### config.mk
export PLATFORM = sky130hd
export DESIGN_NAME = round_robin_wait_time_flat
export DESIGN_NICKNAME = d
export VERILOG_FILES = /design/src/rtl/core/rrwt_pkg.sv /design/src/rtl/core/rrwt_if.sv /design/src/rtl/core/rrwt_alu.sv /design/src/rtl/core/rrwt_seq.sv /design/src/rtl/core/round_robin_wait_time.sv /design/src/flat_wrapper.sv
export VERILOG_INCLUDE_DIRS = /design/src /design/src/rtl/core
export SDC_FILE = /design/constraint.sdc
export NUM_CORES = 1
export LEC_CHECK = 0
export BUFFER_PORTS_ARGS = -buffer_cell sky130_fd_sc_hd__buf_4
export CORE_MARGIN = 2
export CORE_UTILIZATION = 41
export CTS_CLUSTER_DIAMETER = 200
export DETAILED_ROUTE_END_ITERATION = 10
export MAX_ROUTING_LAYER = met4
export PLACE_DENSITY = 0.58
export SLEW_MARGIN = 20
export SYNTH_ARGS = -nofsm -noshare
export SYNTH_HDL_FRONTEND = slang
export SYNTH_HIERARCHICAL = 1
export SYNTH_SLANG_ARGS = --single-unit
### constraint.sdc
create_clock -name clk -period 6.54 [get_ports clk]
set_input_delay 0.654 -clock clk [delete_from_list [all_inputs] [get_ports clk]]
set_output_delay 0.654 -clock clk [all_outputs]
set_load 0.005 [all_outputs]
### src/rtl/core/round_robin_wait_time_defines.svh
// assertion macros for the round-robin wait time block
// no dependencies; included by modules that carry assertions
`ifndef ROUND_ROBIN_WAIT_TIME_DEFINES_SVH
`define ROUND_ROBIN_WAIT_TIME_DEFINES_SVH

`ifndef SYNTHESIS
// property checked on the rising clock edge, held off while reset is low
`define RRWT_ASSERT(lbl, clk, rst_n, prop, msg) \
  lbl: assert property (@(posedge clk) disable iff (!rst_n) prop) else $error(msg);
// property checked on every rising clock edge, reset included
`define RRWT_ASSERT_ALWAYS(lbl, clk, prop, msg) \
  lbl: assert property (@(posedge clk) prop) else $error(msg);
`else
`define RRWT_ASSERT(lbl, clk, rst_n, prop, msg)
`define RRWT_ASSERT_ALWAYS(lbl, clk, prop, msg)
`endif

`endif

### src/rtl/core/rrwt_pkg.sv
// shared constants, types and unit opcodes for the round-robin wait time block
// no dependencies
package rrwt_pkg;

  localparam int MAX_PROCS = 16;
  localparam int CNT_W     = $clog2(MAX_PROCS + 1);
  localparam int IDX_W     = $clog2(MAX_PROCS);
  localparam int BURST_W   = 16;
  localparam int CLK_W     = 20;
  localparam int TOT_W     = 24;
  localparam int PIDX_W    = 4;
  localparam int ALU_W     = 24;

  localparam logic [ALU_W-1:0] CLK_MAX = ALU_W'((1 << CLK_W) - 1);
  localparam logic [ALU_W-1:0] TOT_MAX = ALU_W'((1 << TOT_W) - 1);

  typedef enum logic [1:0] {
    ALU_ADD_CLK = 2'd0,
    ALU_ADD_TOT = 2'd1,
    ALU_SUB     = 2'd2
  } alu_op_t;

  typedef struct packed {
    logic [BURST_W-1:0] burst_time;
    logic               last_process;
  } load_t;

  typedef struct packed {
    logic [PIDX_W-1:0] process_index;
    logic [CLK_W-1:0]  proc_wait;
    logic [CLK_W-1:0]  turnaround_time;
    logic [TOT_W-1:0]  total_waiting;
    logic [TOT_W-1:0]  total_turnaround;
    logic              last_result;
  } res_t;

  typedef struct packed {
    logic valid;
    res_t res;
  } res_push_t;

endpackage

### src/rtl/core/rrwt_if.sv
// valid/ready channel interfaces for the load and result sides
// depends on rrwt_pkg
interface rrwt_in_if import rrwt_pkg::*; ();
  logic               valid;
  logic               ready;
  logic [BURST_W-1:0] burst_time;
  logic               last_process;

  modport source (output valid, output burst_time, output last_process, input ready);
  modport sink   (input valid, input burst_time, input last_process, output ready);
endinterface

interface rrwt_out_if import rrwt_pkg::*; ();
  logic              valid;
  logic              ready;
  logic [PIDX_W-1:0] process_index;
  logic [CLK_W-1:0]  proc_wait;
  logic [CLK_W-1:0]  turnaround_time;
  logic [TOT_W-1:0]  total_waiting;
  logic [TOT_W-1:0]  total_turnaround;
  logic              last_result;

  modport source (output valid, output process_index, output proc_wait,
                  output turnaround_time, output total_waiting,
                  output total_turnaround, output last_result, input ready);
  modport sink   (input valid, input process_index, input proc_wait,
                  input turnaround_time, input total_waiting,
                  input total_turnaround, input last_result, output ready);
endinterface

### src/rtl/core/rrwt_alu.sv
// shared unit: saturating add, wrapping subtract and compare
// depends on rrwt_pkg
module rrwt_alu import rrwt_pkg::*; (
  input  alu_op_t          op,
  input  logic [ALU_W-1:0] a,
  input  logic [ALU_W-1:0] b,
  output logic [ALU_W-1:0] y,
  output logic             gt
);

  logic [ALU_W:0] sum;

  assign sum = {1'b0, a} + {1'b0, b};
  assign gt  = (a > b);

  always_comb begin
    unique case (op)
      ALU_ADD_CLK: y = (sum > {1'b0, CLK_MAX}) ? CLK_MAX : sum[ALU_W-1:0];
      ALU_ADD_TOT: y = sum[ALU_W] ? TOT_MAX : sum[ALU_W-1:0];
      ALU_SUB:     y = a - b;
      default:     y = '0;
    endcase
  end

endmodule

### src/rtl/core/rrwt_seq.sv
// sequencer with burst, remaining and wait stores; drives the shared unit
// depends on rrwt_pkg, rrwt_alu and the assertion macro header
`include "round_robin_wait_time_defines.svh"

module rrwt_seq import rrwt_pkg::*; (
  input  logic               clk,
  input  logic               rst_n,
  input  logic               load_valid,
  output logic               load_ready,
  input  load_t              load_data,
  input  logic [BURST_W-1:0] quantum,
  input  logic               res_room,
  output res_push_t          push
);

  typedef enum logic [9:0] {
    S_IDLE     = 10'b00_0000_0001,
    S_SIM_RD   = 10'b00_0000_0010,
    S_SIM_CMP  = 10'b00_0000_0100,
    S_SIM_CLK  = 10'b00_0000_1000,
    S_SIM_WAIT = 10'b00_0001_0000,
    S_EM_RD    = 10'b00_0010_0000,
    S_EM_TURN  = 10'b00_0100_0000,
    S_EM_TW    = 10'b00_1000_0000,
    S_EM_TT    = 10'b01_0000_0000,
    S_EM_OUT   = 10'b10_0000_0000
  } state_t;

  state_t state_r, state_nxt;

  logic [CNT_W-1:0]   loaded_r, loaded_nxt;
  logic [CNT_W-1:0]   n_r, n_nxt;
  logic [CNT_W-1:0]   i_r, i_nxt;
  logic               busy_r, busy_nxt;
  logic               gt_r, gt_nxt;
  logic [BURST_W-1:0] diff_r, diff_nxt;
  logic [CLK_W-1:0]   elapsed_r, elapsed_nxt;
  logic [CLK_W-1:0]   turn_r, turn_nxt;
  logic [TOT_W-1:0]   totw_r, totw_nxt;
  logic [TOT_W-1:0]   tott_r, tott_nxt;

  logic [BURST_W-1:0] burst_mem [MAX_PROCS];
  logic [BURST_W-1:0] rem_mem   [MAX_PROCS];
  logic [CLK_W-1:0]   wait_mem  [MAX_PROCS];
  logic [BURST_W-1:0] burst_q, rem_q;
  logic [CLK_W-1:0]   wait_q;

  logic               rd_en, burst_we, rem_we, wait_we;
  logic [IDX_W-1:0]   w_idx;
  logic [BURST_W-1:0] rem_wd;
  logic [CLK_W-1:0]   wait_wd;
  logic [CNT_W-1:0]   cnt_inc;
  logic               full;

  alu_op_t          alu_op;
  logic [ALU_W-1:0] alu_a, alu_b, alu_y;
  logic             alu_gt;

  rrwt_alu u_alu (
    .op (alu_op),
    .a  (alu_a),
    .b  (alu_b),
    .y  (alu_y),
    .gt (alu_gt)
  );

  assign full       = (loaded_r >= CNT_W'(MAX_PROCS));
  assign cnt_inc    = full ? loaded_r : CNT_W'(loaded_r + CNT_W'(1));
  assign load_ready = (state_r == S_IDLE);

  always_comb begin
    state_nxt   = state_r;
    loaded_nxt  = loaded_r;
    n_nxt       = n_r;
    i_nxt       = i_r;
    busy_nxt    = busy_r;
    gt_nxt      = gt_r;
    diff_nxt    = diff_r;
    elapsed_nxt = elapsed_r;
    turn_nxt    = turn_r;
    totw_nxt    = totw_r;
    tott_nxt    = tott_r;
    rd_en       = 1'b0;
    burst_we    = 1'b0;
    rem_we      = 1'b0;
    wait_we     = 1'b0;
    w_idx       = i_r[IDX_W-1:0];
    rem_wd      = diff_r;
    wait_wd     = alu_y[CLK_W-1:0];
    alu_op      = ALU_ADD_TOT;
    alu_a       = '0;
    alu_b       = '0;
    push.valid  = 1'b0;

    push.res.process_index    = PIDX_W'(i_r);
    push.res.proc_wait        = wait_q;
    push.res.turnaround_time  = turn_r;
    push.res.total_waiting    = totw_r;
    push.res.total_turnaround = tott_r;
    push.res.last_result      = (CNT_W'(i_r + CNT_W'(1)) == n_r);

    unique case (state_r)
      S_IDLE: begin
        if (load_valid) begin
          // loading also primes remaining and clears the wait entry
          if (!full) begin
            burst_we   = 1'b1;
            rem_we     = 1'b1;
            wait_we    = 1'b1;
            w_idx      = loaded_r[IDX_W-1:0];
            rem_wd     = load_data.burst_time;
            wait_wd    = '0;
            loaded_nxt = cnt_inc;
          end
          if (load_data.last_process) begin
            n_nxt       = cnt_inc;
            i_nxt       = '0;
            busy_nxt    = 1'b0;
            elapsed_nxt = '0;
            totw_nxt    = '0;
            tott_nxt    = '0;
            state_nxt   = S_SIM_RD;
          end
        end
      end
      S_SIM_RD: begin
        if (i_r == n_r) begin
          i_nxt    = '0;
          busy_nxt = 1'b0;
          if (!busy_r) begin
            state_nxt = S_EM_RD;
          end
        end else begin
          rd_en     = 1'b1;
          state_nxt = S_SIM_CMP;
        end
      end
      S_SIM_CMP: begin
        alu_op = ALU_SUB;
        alu_a  = ALU_W'(rem_q);
        alu_b  = ALU_W'(quantum);
        if (rem_q == '0) begin
          i_nxt     = CNT_W'(i_r + CNT_W'(1));
          state_nxt = S_SIM_RD;
        end else begin
          gt_nxt    = alu_gt;
          diff_nxt  = alu_y[BURST_W-1:0];
          busy_nxt  = 1'b1;
          state_nxt = S_SIM_CLK;
        end
      end
      S_SIM_CLK: begin
        alu_op      = ALU_ADD_CLK;
        alu_a       = ALU_W'(elapsed_r);
        alu_b       = gt_r ? ALU_W'(quantum) : ALU_W'(rem_q);
        elapsed_nxt = alu_y[CLK_W-1:0];
        if (gt_r) begin
          rem_we    = 1'b1;
          i_nxt     = CNT_W'(i_r + CNT_W'(1));
          state_nxt = S_SIM_RD;
        end else begin
          state_nxt = S_SIM_WAIT;
        end
      end
      S_SIM_WAIT: begin
        // process done: wait is completion time minus burst
        alu_op    = ALU_SUB;
        alu_a     = ALU_W'(elapsed_r);
        alu_b     = ALU_W'(burst_q);
        wait_we   = 1'b1;
        rem_we    = 1'b1;
        rem_wd    = '0;
        i_nxt     = CNT_W'(i_r + CNT_W'(1));
        state_nxt = S_SIM_RD;
      end
      S_EM_RD: begin
        if (i_r == n_r) begin
          loaded_nxt = '0;
          state_nxt  = S_IDLE;
        end else begin
          rd_en     = 1'b1;
          state_nxt = S_EM_TURN;
        end
      end
      S_EM_TURN: begin
        alu_op    = ALU_ADD_CLK;
        alu_a     = ALU_W'(burst_q);
        alu_b     = ALU_W'(wait_q);
        turn_nxt  = alu_y[CLK_W-1:0];
        state_nxt = S_EM_TW;
      end
      S_EM_TW: begin
        alu_op    = ALU_ADD_TOT;
        alu_a     = ALU_W'(totw_r);
        alu_b     = ALU_W'(wait_q);
        totw_nxt  = alu_y[TOT_W-1:0];
        state_nxt = S_EM_TT;
      end
      S_EM_TT: begin
        alu_op    = ALU_ADD_TOT;
        alu_a     = ALU_W'(tott_r);
        alu_b     = ALU_W'(turn_r);
        tott_nxt  = alu_y[TOT_W-1:0];
        state_nxt = S_EM_OUT;
      end
      S_EM_OUT: begin
        push.valid = 1'b1;
        if (res_room) begin
          i_nxt     = CNT_W'(i_r + CNT_W'(1));
          state_nxt = S_EM_RD;
        end
      end
      default: begin
        state_nxt = S_IDLE;
      end
    endcase
  end

  always_ff @(posedge clk) begin
    if (!rst_n) begin
      state_r   <= S_IDLE;
      loaded_r  <= '0;
      n_r       <= '0;
      i_r       <= '0;
      busy_r    <= 1'b0;
      elapsed_r <= '0;
    end else begin
      state_r   <= state_nxt;
      loaded_r  <= loaded_nxt;
      n_r       <= n_nxt;
      i_r       <= i_nxt;
      busy_r    <= busy_nxt;
      elapsed_r <= elapsed_nxt;
    end
  end

  always_ff @(posedge clk) begin
    gt_r   <= gt_nxt;
    diff_r <= diff_nxt;
    turn_r <= turn_nxt;
    totw_r <= totw_nxt;
    tott_r <= tott_nxt;
  end

  // stores: one write port each, registered read at the current process
  always_ff @(posedge clk) begin
    if (burst_we) begin
      burst_mem[w_idx] <= load_data.burst_time;
    end
    if (rem_we) begin
      rem_mem[w_idx] <= rem_wd;
    end
    if (wait_we) begin
      wait_mem[w_idx] <= wait_wd;
    end
    if (rd_en) begin
      burst_q <= burst_mem[i_r[IDX_W-1:0]];
      rem_q   <= rem_mem[i_r[IDX_W-1:0]];
      wait_q  <= wait_mem[i_r[IDX_W-1:0]];
    end
  end

  `RRWT_ASSERT(a_load_bound, clk, rst_n, loaded_r <= CNT_W'(MAX_PROCS),
               "loaded count above store depth")
  `RRWT_ASSERT(a_sim_idx, clk, rst_n, (state_r == S_SIM_CLK) |-> (i_r < n_r),
               "simulation step beyond loaded set")
  `RRWT_ASSERT(a_clk_mono, clk, rst_n,
               (state_r == S_SIM_CLK) |=> (elapsed_r >= $past(elapsed_r)),
               "elapsed clock went backwards")
  `RRWT_ASSERT(a_done_clear, clk, rst_n,
               (state_r == S_EM_RD && i_r == n_r) |=> (state_r == S_IDLE && loaded_r == '0),
               "batch end did not empty the store")
  `RRWT_ASSERT(a_push_adv, clk, rst_n,
               (state_r == S_EM_OUT && res_room) |=> (state_r == S_EM_RD),
               "result transfer did not advance")

endmodule

### src/rtl/core/round_robin_wait_time.sv
// round-robin wait time block: quantum register, output register, sequencer
// depends on rrwt_pkg, rrwt_if and rrwt_seq
//
// usage:
//   in_ch carries one burst_time per transfer; last_process closes the batch
//   (up to 16 processes, extra bursts are dropped but a last still starts).
//   cfg_we/cfg_wdata write the quantum (reset 4, zero acts as 1), which the user
//   must do only while idle, unchecked by the block. out_ch returns one result
//   per loaded process in load order, the final one flagged with last_result.
// timing:
//   in_ch.ready stays high for non-last bursts and is low from the last burst
//   until the final result is in the output register and the sequencer is idle.
//   a simulation pass reads and compares each process in turn; a slice then
//   advances the clock and writes remaining back, a final slice also its wait;
//   an index check ends the pass. all share the single add/compare unit and the
//   one-port stores. each result takes a store read, three unit steps and a push.
// reset: synchronous, active low; clears the sequencer and output valid,
//   sets the quantum to 4; store contents are rewritten by each load.
// stall: a held out_ch.ready keeps the result in the output register and
//   the sequencer waits with the next result; nothing is lost.
module round_robin_wait_time import rrwt_pkg::*; (
  input  logic               clk,
  input  logic               rst_n,
  input  logic               cfg_we,
  input  logic [BURST_W-1:0] cfg_wdata,
  rrwt_in_if.sink            in_ch,
  rrwt_out_if.source         out_ch
);

  logic [BURST_W-1:0] quantum_r;
  logic [BURST_W-1:0] quantum_eff;
  logic               out_valid_r;
  res_t               out_data_r;
  logic               res_room;
  load_t              load_data;
  res_push_t          push;

  assign quantum_eff = (quantum_r == '0) ? BURST_W'(1) : quantum_r;
  assign res_room    = !out_valid_r || out_ch.ready;

  assign load_data.burst_time   = in_ch.burst_time;
  assign load_data.last_process = in_ch.last_process;

  rrwt_seq u_seq (
    .clk        (clk),
    .rst_n      (rst_n),
    .load_valid (in_ch.valid),
    .load_ready (in_ch.ready),
    .load_data  (load_data),
    .quantum    (quantum_eff),
    .res_room   (res_room),
    .push       (push)
  );

  always_ff @(posedge clk) begin
    if (!rst_n) begin
      quantum_r   <= BURST_W'(4);
      out_valid_r <= 1'b0;
    end else begin
      if (cfg_we) begin
        quantum_r <= cfg_wdata;
      end
      if (push.valid && res_room) begin
        out_valid_r <= 1'b1;
      end else if (out_ch.ready) begin
        out_valid_r <= 1'b0;
      end
    end
  end

  always_ff @(posedge clk) begin
    if (push.valid && res_room) begin
      out_data_r <= push.res;
    end
  end

  assign out_ch.valid            = out_valid_r;
  assign out_ch.process_index    = out_data_r.process_index;
  assign out_ch.proc_wait        = out_data_r.proc_wait;
  assign out_ch.turnaround_time  = out_data_r.turnaround_time;
  assign out_ch.total_waiting    = out_data_r.total_waiting;
  assign out_ch.total_turnaround = out_data_r.total_turnaround;
  assign out_ch.last_result      = out_data_r.last_result;

endmodule
### src/flat_wrapper.sv
// flat-port wrapper written by rule: the top's interface ports become plain ports
module round_robin_wait_time_flat import rrwt_pkg::*;
  (clk, rst_n, cfg_we, cfg_wdata, in_ch_valid, in_ch_burst_time, in_ch_last_process, in_ch_ready, out_ch_valid, out_ch_process_index, out_ch_proc_wait, out_ch_turnaround_time, out_ch_total_waiting, out_ch_total_turnaround, out_ch_last_result, out_ch_ready);
  rrwt_in_if in_ch_i ();
  rrwt_out_if out_ch_i ();
  input  logic clk;
  input  logic rst_n;
  input  logic cfg_we;
  input  logic [BURST_W-1:0] cfg_wdata;
  input wire logic [$bits(in_ch_i.valid)-1:0] in_ch_valid;
  input wire logic [$bits(in_ch_i.burst_time)-1:0] in_ch_burst_time;
  input wire logic [$bits(in_ch_i.last_process)-1:0] in_ch_last_process;
  output wire logic [$bits(in_ch_i.ready)-1:0] in_ch_ready;
  output wire logic [$bits(out_ch_i.valid)-1:0] out_ch_valid;
  output wire logic [$bits(out_ch_i.process_index)-1:0] out_ch_process_index;
  output wire logic [$bits(out_ch_i.proc_wait)-1:0] out_ch_proc_wait;
  output wire logic [$bits(out_ch_i.turnaround_time)-1:0] out_ch_turnaround_time;
  output wire logic [$bits(out_ch_i.total_waiting)-1:0] out_ch_total_waiting;
  output wire logic [$bits(out_ch_i.total_turnaround)-1:0] out_ch_total_turnaround;
  output wire logic [$bits(out_ch_i.last_result)-1:0] out_ch_last_result;
  input wire logic [$bits(out_ch_i.ready)-1:0] out_ch_ready;
  assign in_ch_i.valid = in_ch_valid;
  assign in_ch_i.burst_time = in_ch_burst_time;
  assign in_ch_i.last_process = in_ch_last_process;
  assign in_ch_ready = in_ch_i.ready;
  assign out_ch_valid = out_ch_i.valid;
  assign out_ch_process_index = out_ch_i.process_index;
  assign out_ch_proc_wait = out_ch_i.proc_wait;
  assign out_ch_turnaround_time = out_ch_i.turnaround_time;
  assign out_ch_total_waiting = out_ch_i.total_waiting;
  assign out_ch_total_turnaround = out_ch_i.total_turnaround;
  assign out_ch_last_result = out_ch_i.last_result;
  assign out_ch_i.ready = out_ch_ready;
  round_robin_wait_time u_core (.clk(clk), .rst_n(rst_n), .cfg_we(cfg_we), .cfg_wdata(cfg_wdata), .in_ch(in_ch_i), .out_ch(out_ch_i));
endmodule
### Word-level counts from Yosys, hierarchy flattened

Memories as Yosys holds them, arrays and structs flattened. A register that Yosys moved wholly into a read port is not among the register bits.
Cells that the tools add are included.

| operators by class | value |
|---|---|
| $add $sub $neg | 4 |
| $mul | 0 |
| divide/modulo/power cells | 0 |
| $lt $le $gt $ge | 3 |
| equal/unequal tests | 24 |
| shift-type cells | 0 |
| muxes and demuxes | 66 |
| bitwise operators | 1 |
| reduce and logical (&&, ||, !) cells | 27 |

Operators by type and width:

| operator | count |
|---|---|
| $pmux W24 S5 | 1 |
| $mux W20 | 5 |
| $pmux W10 S10 | 1 |
| $pmux W20 S5 | 1 |
| $mux W24 | 4 |
| $pmux W24 S2 | 2 |
| $pmux W24 S3 | 1 |
| $mux W16 | 4 |
| $mux W10 | 5 |
| $mux W5 | 10 |
| $pmux W20 S2 | 1 |
| $logic_not A16 Y1 | 2 |
| $pmux W16 S2 | 1 |
| $pmux W5 S6 | 1 |
| $add A24 B20 Y25 | 1 |
| $gt A25 B20 Y1 const B | 1 |
| $gt A24 B20 Y1 | 1 |
| $sub A24 B20 Y24 | 1 |
| $mux W1 | 19 |
| $mux W4 | 4 |
| $ne A2 B2 Y1 const B | 8 |
| $reduce_and A3 Y1 | 4 |
| $add A5 B1 Y5 const B | 2 |
| $eq A10 B1 Y1 const B | 1 |
| 33 further kinds | 44 |

| storage, ports and cells | value |
|---|---|
| flip-flop bits (word level) | 241 |
| latch bits | 0 |
| bits in writable memories | 832 |
| ROM bits | 0 |
| output and inout port bits | 95 |
| logic and storage cells | 147 |
| memories kept | 3 |

Memories:

| memory | words | width | rd ports | clocked after Yosys merged registers in | write ports | RTL line | source |
|---|---|---|---|---|---|---|---|
| u_core.u_seq.wait_mem | 16 | 20 | 1 | 1 | 1 | rrwt_seq.sv:44 | `logic [CLK_W-1:0] wait_mem [MAX_PROCS];` |
| u_core.u_seq.burst_mem | 16 | 16 | 1 | 1 | 1 | rrwt_seq.sv:42 | `logic [BURST_W-1:0] burst_mem [MAX_PROCS];` |
| u_core.u_seq.rem_mem | 16 | 16 | 1 | 1 | 1 | rrwt_seq.sv:43 | `logic [BURST_W-1:0] rem_mem [MAX_PROCS];` |

### Longest topological paths before layout

Gate-level depths: netlist of run 1.

| depth | value |
|---|---|
| word-level depth | 11 |
| gate-level depth with buffers | 23 |
| depth with buffers taken out | 19 |

### Modules after synthesis

Netlist of run 1, hierarchy kept.

By module, submodules not included:

| module | times used | cells each | area an instance (sq um) |
|---|---|---|---|
| rrwt_seq | 1 | 1,905 | 39,721.8 |
| round_robin_wait_time | 1 | 169 | 3,539.6 |
| rrwt_alu | 1 | 429 | 3,211.8 |

### Worst setup path before layout of run 1

OpenSTA, ideal clock, no wires.

| timing | value |
|---|---|
| path type | register to register |
| start | register u_core.u_seq.state_r[3] |
| end | memory u_core.u_seq.wait_mem[0][1] (data pin) |
| data arrival time | 5,094 ps |
| data required time | 6,243 ps |
| path slack | 1,149 ps |
| stages on the path, launching flop included | 22 |
| buffers on the path | 3 |
| period minus slack after synthesis | 5,391 ps |
| cells stage by stage | dfxtp_1 buf_6 or4_1 buf_2 nand2b_1 nor2_2 buf_2 a22oi_1 nand2_1 ha_1 inv_1 fa_1 o21bai_4 a21oi_2 o311ai_4 a31oi_4 nor3_2 o2bb2a_4 a2111oi_4 nor3_2 a311o_1 and2_1 |

| between the ends | value |
|---|---|
| longest elaborated chain between the ends | 10 |

RTL lines:

| what | RTL line | source |
|---|---|---|
| from (decl) | rrwt_seq.sv:29 | `state_t state_r, state_nxt;` |
| from (signal assigned) | rrwt_seq.sv:228 | `state_r <= state_nxt;` |
| $eq A10 B4 Y1 / $eq A10 B5 Y1 (equally long branches) | rrwt_seq.sv:102 | `unique case (state_r)` |
| $reduce_or A2 Y1 (no source line) | - |  |
| $pmux W24 S5 (*) | rrwt_seq.sv:102 |  |
| via u_core.u_seq.alu_a[0] | rrwt_seq.sv:56 | `logic [ALU_W-1:0] alu_a, alu_b, alu_y;` |
| $add A24 B20 Y25 | rrwt_alu.sv:13 | `assign sum = {1'b0, a} + {1'b0, b};` |
| $gt A25 B20 Y1 | rrwt_alu.sv:18 | `ALU_ADD_CLK: y = (sum > {1'b0, CLK_MAX}) ? CLK_MAX : sum[ALU_W-1:0];` |
| $mux W24 | rrwt_alu.sv:18 |  |
| $pmux W24 S3 (*) | rrwt_alu.sv:17 | `unique case (op)` |
| via u_core.u_seq.alu_y[1] | rrwt_seq.sv:56 |  |
| $mux W20 | rrwt_seq.sv:106 | `if (!full) begin` |
| $mux W20 | rrwt_seq.sv:104 | `if (load_valid) begin` |
| $mux W20 (*) | rrwt_seq.sv:102 |  |
| via u_core.u_seq.wait_wd[1] | rrwt_seq.sv:51 | `logic [CLK_W-1:0] wait_wd;` |
| to (decl) | rrwt_seq.sv:44 |  |

The timed path passes the listed nets; every way through them passes the cells marked *.

### Final worst setup path of run 1

| timing | value |
|---|---|
| start | register u_core.u_seq.state_r[6] |
| end | memory u_core.u_seq.wait_mem[4][6] (data pin) |

| between the ends | value |
|---|---|
| longest elaborated chain between the ends | 10 |

RTL lines:

| what | RTL line |
|---|---|
| $eq A10 B8 Y1 / $eq A10 B7 Y1 (equally long branches) | rrwt_seq.sv:102 |
| $reduce_or A2 Y1 (no source line) | - |
| $pmux W20 S5 (*) | rrwt_seq.sv:102 |
| via u_core.u_seq.alu_b[0] | rrwt_seq.sv:56 |
| $add A24 B20 Y25 | rrwt_alu.sv:13 |
| $gt A25 B20 Y1 | rrwt_alu.sv:18 |
| $mux W24 | rrwt_alu.sv:18 |
| $pmux W24 S3 (*) | rrwt_alu.sv:17 |
| via u_core.u_seq.alu_y[6] | rrwt_seq.sv:56 |
| $mux W20 | rrwt_seq.sv:106 |
| $mux W20 | rrwt_seq.sv:104 |
| $mux W20 (*) | rrwt_seq.sv:102 |
| via u_core.u_seq.wait_wd[6] | rrwt_seq.sv:51 |

Marks and branches as above.

==> impl_metrics.env, run 1 <==
export IMPL_status="completed"
export IMPL_nFillCells=9310
export IMPL_gp_congestion=0.969
export IMPL_worst_pin_slew_ns=1.18
export IMPL_grt_first_pass_wirelength_um=185000
export IMPL_multi_input_area_sq_mm=0.0125
export IMPL_chip_height_um=341
export IMPL_simple_gate_share_of_the_synthesized_area_pct=5.39
export IMPL_dpl_instance_area_sq_mm=0.0496
export IMPL_fmaxAchievable_mhz=160
export IMPL_power_frac_seq_pct=51.1
export IMPL_first_global_vias=25269
export IMPL_synth_adder_area_share_pct=1.46
export IMPL_postSynthAreaPerCell_sq_um=18.6
export IMPL_synth_cell_type_count=110
export IMPL_finalHoldViolations=0
export IMPL_die_width_um=341
export IMPL_finish_net_count=2782
export IMPL_synth_sequential_area_ratio_pct=71.3
export IMPL_synth_ff_type="sky130_fd_sc_hd__edfxtp_1"
export IMPL_power_switching_uw=3740
export IMPL_hold_fix_buffers_at_cts=0
export IMPL_clkSlewWorstSetupHoldPaths_ns=0.06
export IMPL_xor_and_xnor_area_share_after_synthesis_pct=0.848
export IMPL_worstPathRequired_ns=6.90
export IMPL_setup_repair_after_global_routing_missed_its_margin="yes"
export IMPL_hold_class="primary input to flip-flop"
export IMPL_top_level_ports=133
export IMPL_post_drt_via_cell_ratio=5.85
export IMPL_number_of_design_rule_violations_left_after_detail_routing=0
export IMPL_share_of_layout_cells_above_drive_strength_1_pct=29.1
export IMPL_cts_buffers=114
export IMPL_share_of_the_core_filled_with_cells_in_the_final_layout_pct=47.6
export IMPL_synth_cell_area_sq_mm=0.0465
export IMPL_synthMuxAreaShare_pct=13.0
export IMPL_layout_stage_area_growth_over_the_synthesis_result_pct=15.2
export IMPL_critical_path_peak_fanout=16
export IMPL_grtUsageTotal_pct=22.8
export IMPL_clock_power_share_pct=41.6
export IMPL_maximum_resistive_drop_on_vdd_v=0.000199
export IMPL_placement_rows=123
export IMPL_wl_per_cell_um=30.0
export IMPL_regToRegSetupSlack_ns=0.27
export IMPL_initialDrtViolationCount=2724
export IMPL_cts_resized_gates=0
export IMPL_cts_max_level=3
export IMPL_power_density_mw_per_mm2=305
export IMPL_drt_pre_antenna_iters=6
export IMPL_maxSlewHeadroom_pct=21.0
export IMPL_cp_arrival_ns=6.63
export IMPL_cts_tree="built"
export IMPL_synth_top_cells_by_area="sky130_fd_sc_hd__edfxtp_1 69%, sky130_fd_sc_hd__mux4_2 13%, sky130_fd_sc_hd__dfxtp_1 2.7%, sky130_fd_sc_hd__ha_1 1.4%, sky130_fd_sc_hd__a22oi_1 1.1%"
export IMPL_clock_sinks=1125
export IMPL_netlist_top_cell_by_area="sky130_fd_sc_hd__edfxtp_1"
export IMPL_io_buffer_count=132
export IMPL_setup_worst_path_start_class="flip-flop"
export IMPL_initial_core_util_pct=41.3
export IMPL_timing_clock_skew_ns=0.0319
export IMPL_period_needed_ns=6.27
export IMPL_cts_setup_buffers=0
export IMPL_vias=25137
export IMPL_number_of_warnings_issued_by_yosys=6
export IMPL_dieArea_sq_mm=0.116
export IMPL_antenna_found_initial=11
export IMPL_grt_start_max_net_pins=132
export IMPL_timing_max_cap_violations=0
export IMPL_synth_top_cell_area_share_pct=68.6
export IMPL_report_final_setup_viol=0
export IMPL_synth_edff_count=1062
export IMPL_timing_final_max_slew_violations=0
export IMPL_design_area_sq_mm=0.0535
export IMPL_core_area_sq_mm=0.112
export IMPL_detail_route_antenna_nets=0
export IMPL_synth_compound_area_share_pct=5.54
export IMPL_cts_root_buffer_cell="sky130_fd_sc_hd__clkbuf_16"
export IMPL_globalRoute_totalOverflow=0
export IMPL_cp_end_kind="flip-flop"
export IMPL_place_detailed_hpwl_um=83100
export IMPL_final_hold_worst_slack_ns=0.188
export IMPL_power_leakage_uw=0.0180
export IMPL_yosys_register_bits=1125
export IMPL_clkLatencyLatePin_ns=0.70
export IMPL_cp_class="flip-flop to flip-flop"
export IMPL_combinational_family_with_the_most_area_after_synthesis="multiplexers"
export IMPL_finalCritPeriodShare_pct=95.8
export IMPL_finalWirelength_um=129000
export IMPL_syn_instance_count=2503
export IMPL_swShare_pct=22.9
export IMPL_internal_power_summed_over_all_cells_uw=12600
export IMPL_cts_root_to_sink_buffers=3
export IMPL_seq_area_sq_mm=0.0332
export IMPL_ys_async_sr_fraction_pct=0
export IMPL_combPwrFrac_pct=7.4
==> power groups by stage <==
stage                     registers (uW)  logic [uW]  clock network [uW]
after floorplan                     8390         712                   0
after global placement              8480        1160                   0
after detailed placement            8490        1200                   0
after CTS                           8340        1200                6920
after global routing                8350        1270                7210
final                               8340        1200                6790
==> routing by layer <==
metal	global-route usage, %	part of all wire (%)	routed length, um	vias up
met3	3.06	6.3	8190	228
met1	31.6	43	55100	13299
met4	6.37	3.0	3920	0
met5	-	0	0	-
li1	-	-	-	10545
met2	35.6	48	61800	1065
==> worst max-delay path, cell delays in order, from the launching register on <==
cell	delay [ns]
sky130_fd_sc_hd__dfxtp_1	0.34
sky130_fd_sc_hd__or4_1	0.72
sky130_fd_sc_hd__or2_2	0.39
sky130_fd_sc_hd__a21oi_2	0.43
sky130_fd_sc_hd__a22oi_1	0.22
sky130_fd_sc_hd__nand3_1	0.18
sky130_fd_sc_hd__ha_1	0.18
sky130_fd_sc_hd__inv_1	0.05
sky130_fd_sc_hd__fa_1	0.43
sky130_fd_sc_hd__o21bai_4	0.16
sky130_fd_sc_hd__a21oi_2	0.11
sky130_fd_sc_hd__o311ai_4	0.33
sky130_fd_sc_hd__a31oi_4	0.20
sky130_fd_sc_hd__nor3_2	0.30
sky130_fd_sc_hd__o2bb2a_4	0.21
sky130_fd_sc_hd__a2111oi_4	0.48
sky130_fd_sc_hd__a211o_4	0.35
sky130_fd_sc_hd__o221ai_1	0.38
sky130_fd_sc_hd__and2_1	0.42
==> kinds of logic (layout without fill, tap and decap cells) <==
kind of cell / after synthesis / count (layout)
flops: 1125 / 1125
simple gates: 449 / 449
compound gates: 319 / 319
mux: 279 / 279
buf+inv: 232 / 511
fa+ha+maj: 53 / 53
xor+xnor: 45 / 45
other cells: 1 / 17
==> stage by stage <==
stage	total power, uW	setup TNS (ns)	instances	worst slack (ns)
2_1_floorplan	9100	0	2510	1.15
3_3_place_gp	9640	0	4075	0.436
3_5_place_dp	9690	0	4075	0.300
4_1_cts	16500	0	4289	0.258
5_1_grt	16800	-0.137	4295	-0.0172
6_report	16300	0	4298	0.274
==> cell usage in the layout, fill, tap and decap left out, types with 9 or more instances in the layout <==
cell                        count
sky130_fd_sc_hd__clkbuf_1      14
sky130_fd_sc_hd__a222oi_1      20
sky130_fd_sc_hd__nor2_2         9
sky130_fd_sc_hd__a31oi_1       10
sky130_fd_sc_hd__xnor2_1       31
sky130_fd_sc_hd__ha_1          51
sky130_fd_sc_hd__bufinv_16     20
sky130_fd_sc_hd__nand2_1       70
sky130_fd_sc_hd__buf_4        227
sky130_fd_sc_hd__nand4_1        9
sky130_fd_sc_hd__inv_1         59
sky130_fd_sc_hd__o21ai_0       14
sky130_fd_sc_hd__a21oi_1       55
sky130_fd_sc_hd__clkinv_2      25
sky130_fd_sc_hd__nand3_1       31
sky130_fd_sc_hd__clkbuf_16    115
sky130_fd_sc_hd__nor3_2        42
sky130_fd_sc_hd__mux4_2       260
sky130_fd_sc_hd__nand2b_1      16
sky130_fd_sc_hd__o31ai_1        9
sky130_fd_sc_hd__diode_2        9
sky130_fd_sc_hd__dfxtp_1       60
sky130_fd_sc_hd__edfxtp_1    1062
sky130_fd_sc_hd__clkinv_1      24
sky130_fd_sc_hd__nor2_1        74
sky130_fd_sc_hd__a22o_1        25
sky130_fd_sc_hd__mux2i_1       18
sky130_fd_sc_hd__and2_1        66
sky130_fd_sc_hd__xor2_1        14
sky130_fd_sc_hd__a21o_1        10
sky130_fd_sc_hd__nor3_1        23
sky130_fd_sc_hd__nor4_1        17
sky130_fd_sc_hd__a22oi_1       70
sky130_fd_sc_hd__nor2b_1       27
==> cell usage after synthesis, types with 16 or more instances <==
| cell | number |
|---|---|
| sky130_fd_sc_hd__xnor2_1 | 31 |
| sky130_fd_sc_hd__nand3_1 | 32 |
| sky130_fd_sc_hd__a22oi_1 | 70 |
| sky130_fd_sc_hd__dfxtp_1 | 63 |
| sky130_fd_sc_hd__buf_6 | 16 |
| sky130_fd_sc_hd__mux2i_1 | 18 |
| sky130_fd_sc_hd__and2_1 | 70 |
| sky130_fd_sc_hd__mux4_2 | 260 |
| sky130_fd_sc_hd__nor2b_1 | 27 |
| sky130_fd_sc_hd__a222oi_1 | 20 |
| sky130_fd_sc_hd__a22o_1 | 25 |
| sky130_fd_sc_hd__ha_1 | 51 |
| sky130_fd_sc_hd__a21oi_1 | 57 |
| sky130_fd_sc_hd__nand2b_1 | 16 |
| sky130_fd_sc_hd__nor2_1 | 84 |
| sky130_fd_sc_hd__clkbuf_1 | 83 |
| sky130_fd_sc_hd__inv_1 | 59 |
| sky130_fd_sc_hd__nor4_1 | 19 |
| sky130_fd_sc_hd__nor3_1 | 58 |
| sky130_fd_sc_hd__buf_2 | 41 |
| sky130_fd_sc_hd__edfxtp_1 | 1062 |
| sky130_fd_sc_hd__nand2_1 | 70 |
==> sequential cells by signal, indices dropped and copies added (netlist names), 20 cells and up <==
name                            count
u_core/u_seq/wait_mem             320
u_core/u_seq/elapsed_r             20
u_core/u_seq/tott_r                24
u_core/u_seq/wait_q                20
u_core/u_seq/turn_r                20
u_core/u_seq/rem_mem              256
u_core/out_ch.total_waiting        24
u_core/u_seq/totw_r                24
u_core/u_seq/burst_mem            256
u_core/out_ch.total_turnaround     24
u_core/out_ch.turnaround_time      20
u_core/out_ch.proc_wait            20
==> worst paths after layout <==
check                                                            endpoint  cells past startpoint                             startpoint
worst min-delay path                     u_core/quantum_r[2]$_SDFFE_PN1P_                      3                           cfg_wdata[2]
worst min register to register  u_core/out_ch.total_waiting[23]$_DFFE_PP_                      0  u_core/u_seq/totw_r[23]$_SDFFCE_PP0P_
worst max register to register      u_core/u_seq/wait_mem[4][6]$_DFFE_PP_                     18   u_core/u_seq/state_r[6]$_SDFFE_PN0P_
worst max-delay path                u_core/u_seq/wait_mem[4][6]$_DFFE_PP_                     18   u_core/u_seq/state_r[6]$_SDFFE_PN0P_
==> final cells by class <==
| cell class | count | share of cell area (%) |
|---|---|---|
| Tap cell | 1500 | 3.51 |
| Timing Repair Buffer | 231 | 3.33 |
| Sequential cell | 1125 | 61.9 |
| Inverter | 66 | 0.467 |
| Clock buffer | 131 | 5.53 |
| Multi-Input combinational cell | 1153 | 23.4 |
| Clock inverter | 83 | 1.82 |
| Antenna cell | 9 | 0.0421 |
No activity file was read; power rests on OpenSTA's default activity.
==> inputs of run 2 (changes only) <==
CORE_UTILIZATION = 55   (was 41)
PLACE_DENSITY = 0.74   (was 0.58)
==> run 2 against run 1 <==
Critical path depth decreased by 2. Count of clock-buffer cells in the layout increased by 11. First-iteration DRC count increased by 29%. Final area decreased by 1.7%. Largest cell class unchanged.
==> impl_metrics.env, run 2 (synthesis results as in run 1) <==
export IMPL_status="completed"
export IMPL_chip_height_um=295
export IMPL_cts_setup_buffers=0
export IMPL_timing_final_max_slew_violations=0
export IMPL_initialDrtViolationCount=3516
export IMPL_cts_max_level=3
export IMPL_maxSlewHeadroom_pct=21.9
export IMPL_cp_end_kind="flip-flop"
export IMPL_core_area_sq_mm=0.0837
export IMPL_clock_sinks=1125
export IMPL_globalRoute_totalOverflow=0
export IMPL_grtUsageTotal_pct=30.1
export IMPL_gp_congestion=1.02
export IMPL_reg_top3="u_core/u_seq/wait_mem x320, u_core/u_seq/burst_mem x256, u_core/u_seq/rem_mem x256"
export IMPL_nFillCells=5677
export IMPL_most_common_layout_cells="1062 x sky130_fd_sc_hd__edfxtp_1, 260 x sky130_fd_sc_hd__mux4_2, 228 x sky130_fd_sc_hd__buf_4"
export IMPL_power_leakage_uw=0.0178
export IMPL_clkSlewWorstSetupHoldPaths_ns=0.06
export IMPL_dieArea_sq_mm=0.0868
export IMPL_setup_worst_path_start_class="flip-flop"
export IMPL_final_setup_tns_ns=0
export IMPL_finish_net_count=2775
export IMPL_hold_class="primary input to flip-flop"
export IMPL_largest_register_ffs=320
export IMPL_placement_setup_worst_slack_ns=0.308
export IMPL_antenna_found_initial=5
export IMPL_setup_repair_after_global_routing_missed_its_margin="no"
export IMPL_worstPathRequired_ns=6.90
export IMPL_cts_root_to_sink_buffers=3
export IMPL_registers_top_by_ff_count="u_core/u_seq/wait_mem"
export IMPL_first_global_vias=25211
export IMPL_critical_path_peak_fanout=16
export IMPL_initial_core_util_pct=55.5
export IMPL_final_critical_path_setup_slack_ns=0.253
export IMPL_fmaxAchievable_mhz=159
export IMPL_cts_root_buffer_cell="sky130_fd_sc_hd__clkbuf_16"
export IMPL_cts_tree="built"
export IMPL_place_detailed_hpwl_um=80000
export IMPL_detail_route_antenna_nets=0
export IMPL_timing_clock_skew_ns=0.0376
export IMPL_clkLatencyLatePin_ns=0.70
export IMPL_grt_start_max_net_pins=118
export IMPL_drt_pre_antenna_iters=9
export IMPL_timing_max_cap_violations=0
export IMPL_report_final_setup_viol=0
export IMPL_power_density_mw_per_mm2=296
export IMPL_post_drt_via_cell_ratio=6.60
export IMPL_finalWirelength_um=125000
export IMPL_maximum_resistive_drop_on_vdd_v=0.000256
export IMPL_finalHoldViolations=0
export IMPL_wl_per_cell_um=32.0
export IMPL_cp_arrival_ns=6.64
export IMPL_placement_rows=106
export IMPL_cts_buffers=106
export IMPL_share_of_layout_cells_above_drive_strength_1_pct=28.2
export IMPL_top_level_ports=133
export IMPL_die_width_um=295
export IMPL_worst_pin_slew_ns=1.16
export IMPL_layout_stage_area_growth_over_the_synthesis_result_pct=13.2
export IMPL_io_buffer_count=132
export IMPL_period_needed_ns=6.29
export IMPL_finalCritPeriodShare_pct=96.1
export IMPL_final_common_cell="sky130_fd_sc_hd__edfxtp_1"
export IMPL_cp_class="flip-flop to flip-flop"
export IMPL_vias=25847
export IMPL_grt_first_pass_wirelength_um=180000
export IMPL_number_of_design_rule_violations_left_after_detail_routing=0
[run 2: metrics by stage]
step	area (sq um)	hold WS [ns]	std cells	util, %	total power (uW)
after global routing	52600	0.205	3912	62.8	16000
after CTS	52600	0.191	3910	62.8	15600
after detailed placement	49100	0.440	3710	58.7	9620
after floorplan	46500	0.425	2510	-	9100
final	52600	0.224	3914	62.9	15500
after global placement	49100	0.438	3710	58.7	9570
[run 2: per-layer routing]
metal	global-route usage, %	wire length, um	up-vias
met2	47.0	61300	1677
met4	8.70	3640	0
met3	5.62	13000	216
met5	-	0	-
met1	41.0	47400	13439
li1	-	-	10515
[run 2: worst paths after layout]
kind | startpoint | endpoint | slack (ns) | cells past startpoint
hold reg to reg | u_core/u_seq/tott_r[17]$_SDFFCE_PP0P_ | u_core/out_ch.total_turnaround[17]$_DFFE_PP_ | 0.45 | 0
hold / removal | cfg_wdata[2] | u_core/quantum_r[2]$_SDFFE_PN1P_ | 0.22 | 3
setup / recovery | u_core/u_seq/state_r[2]$_SDFFE_PN0P_ | u_core/u_seq/wait_mem[14][14]$_DFFE_PP_ | 0.25 | 16
setup reg to reg | u_core/u_seq/state_r[2]$_SDFFE_PN0P_ | u_core/u_seq/wait_mem[14][14]$_DFFE_PP_ | 0.25 | 16
[run 2: layout make-up]
cell class | instances | area (sq um) | share of cell area (%)
clock buffer | 142 | 2890 | 5.49
timing repair buffer | 232 | 1790 | 3.41
clock inverter | 58 | 582 | 1.11
multi-input combinational | 1153 | 12500 | 23.8
sequential | 1125 | 33200 | 63.0
antenna | 4 | 10.0 | 0.0190
inverter | 66 | 250 | 0.476
tap | 1134 | 1420 | 2.70
[run 2: power breakdown]
group          internal, uW  leakage (uW)  switching (uW)  total (uW)
Clock                  3370       0.00169            2670        6040
Sequential             8190        0.0109             139        8330
Combinational           357       0.00525             818        1180
[run 2: worst max-delay path, stage by stage, from the launching register on]
cell,delay [ns]
sky130_fd_sc_hd__dfxtp_1,0.52
sky130_fd_sc_hd__or4_1,0.35
sky130_fd_sc_hd__nand2b_1,0.41
sky130_fd_sc_hd__nor2_4,0.16
sky130_fd_sc_hd__a222oi_1,0.75
sky130_fd_sc_hd__nand2_1,0.19
sky130_fd_sc_hd__ha_1,0.29
sky130_fd_sc_hd__nor2b_1,0.16
sky130_fd_sc_hd__o21ai_0,0.25
sky130_fd_sc_hd__a21oi_1,0.14
sky130_fd_sc_hd__o41a_1,0.40
sky130_fd_sc_hd__a311oi_1,0.55
sky130_fd_sc_hd__o211ai_2,0.21
sky130_fd_sc_hd__a2111oi_4,0.45
sky130_fd_sc_hd__a211o_4,0.33
sky130_fd_sc_hd__o211ai_2,0.35
sky130_fd_sc_hd__and2_1,0.42
[run 2: timing repair]
item,in CTS,in global routing
endpoints found under the setup margin,0,16
hold buffers,0,0
endpoints found under the hold margin,0,0
resized for setup,0,1
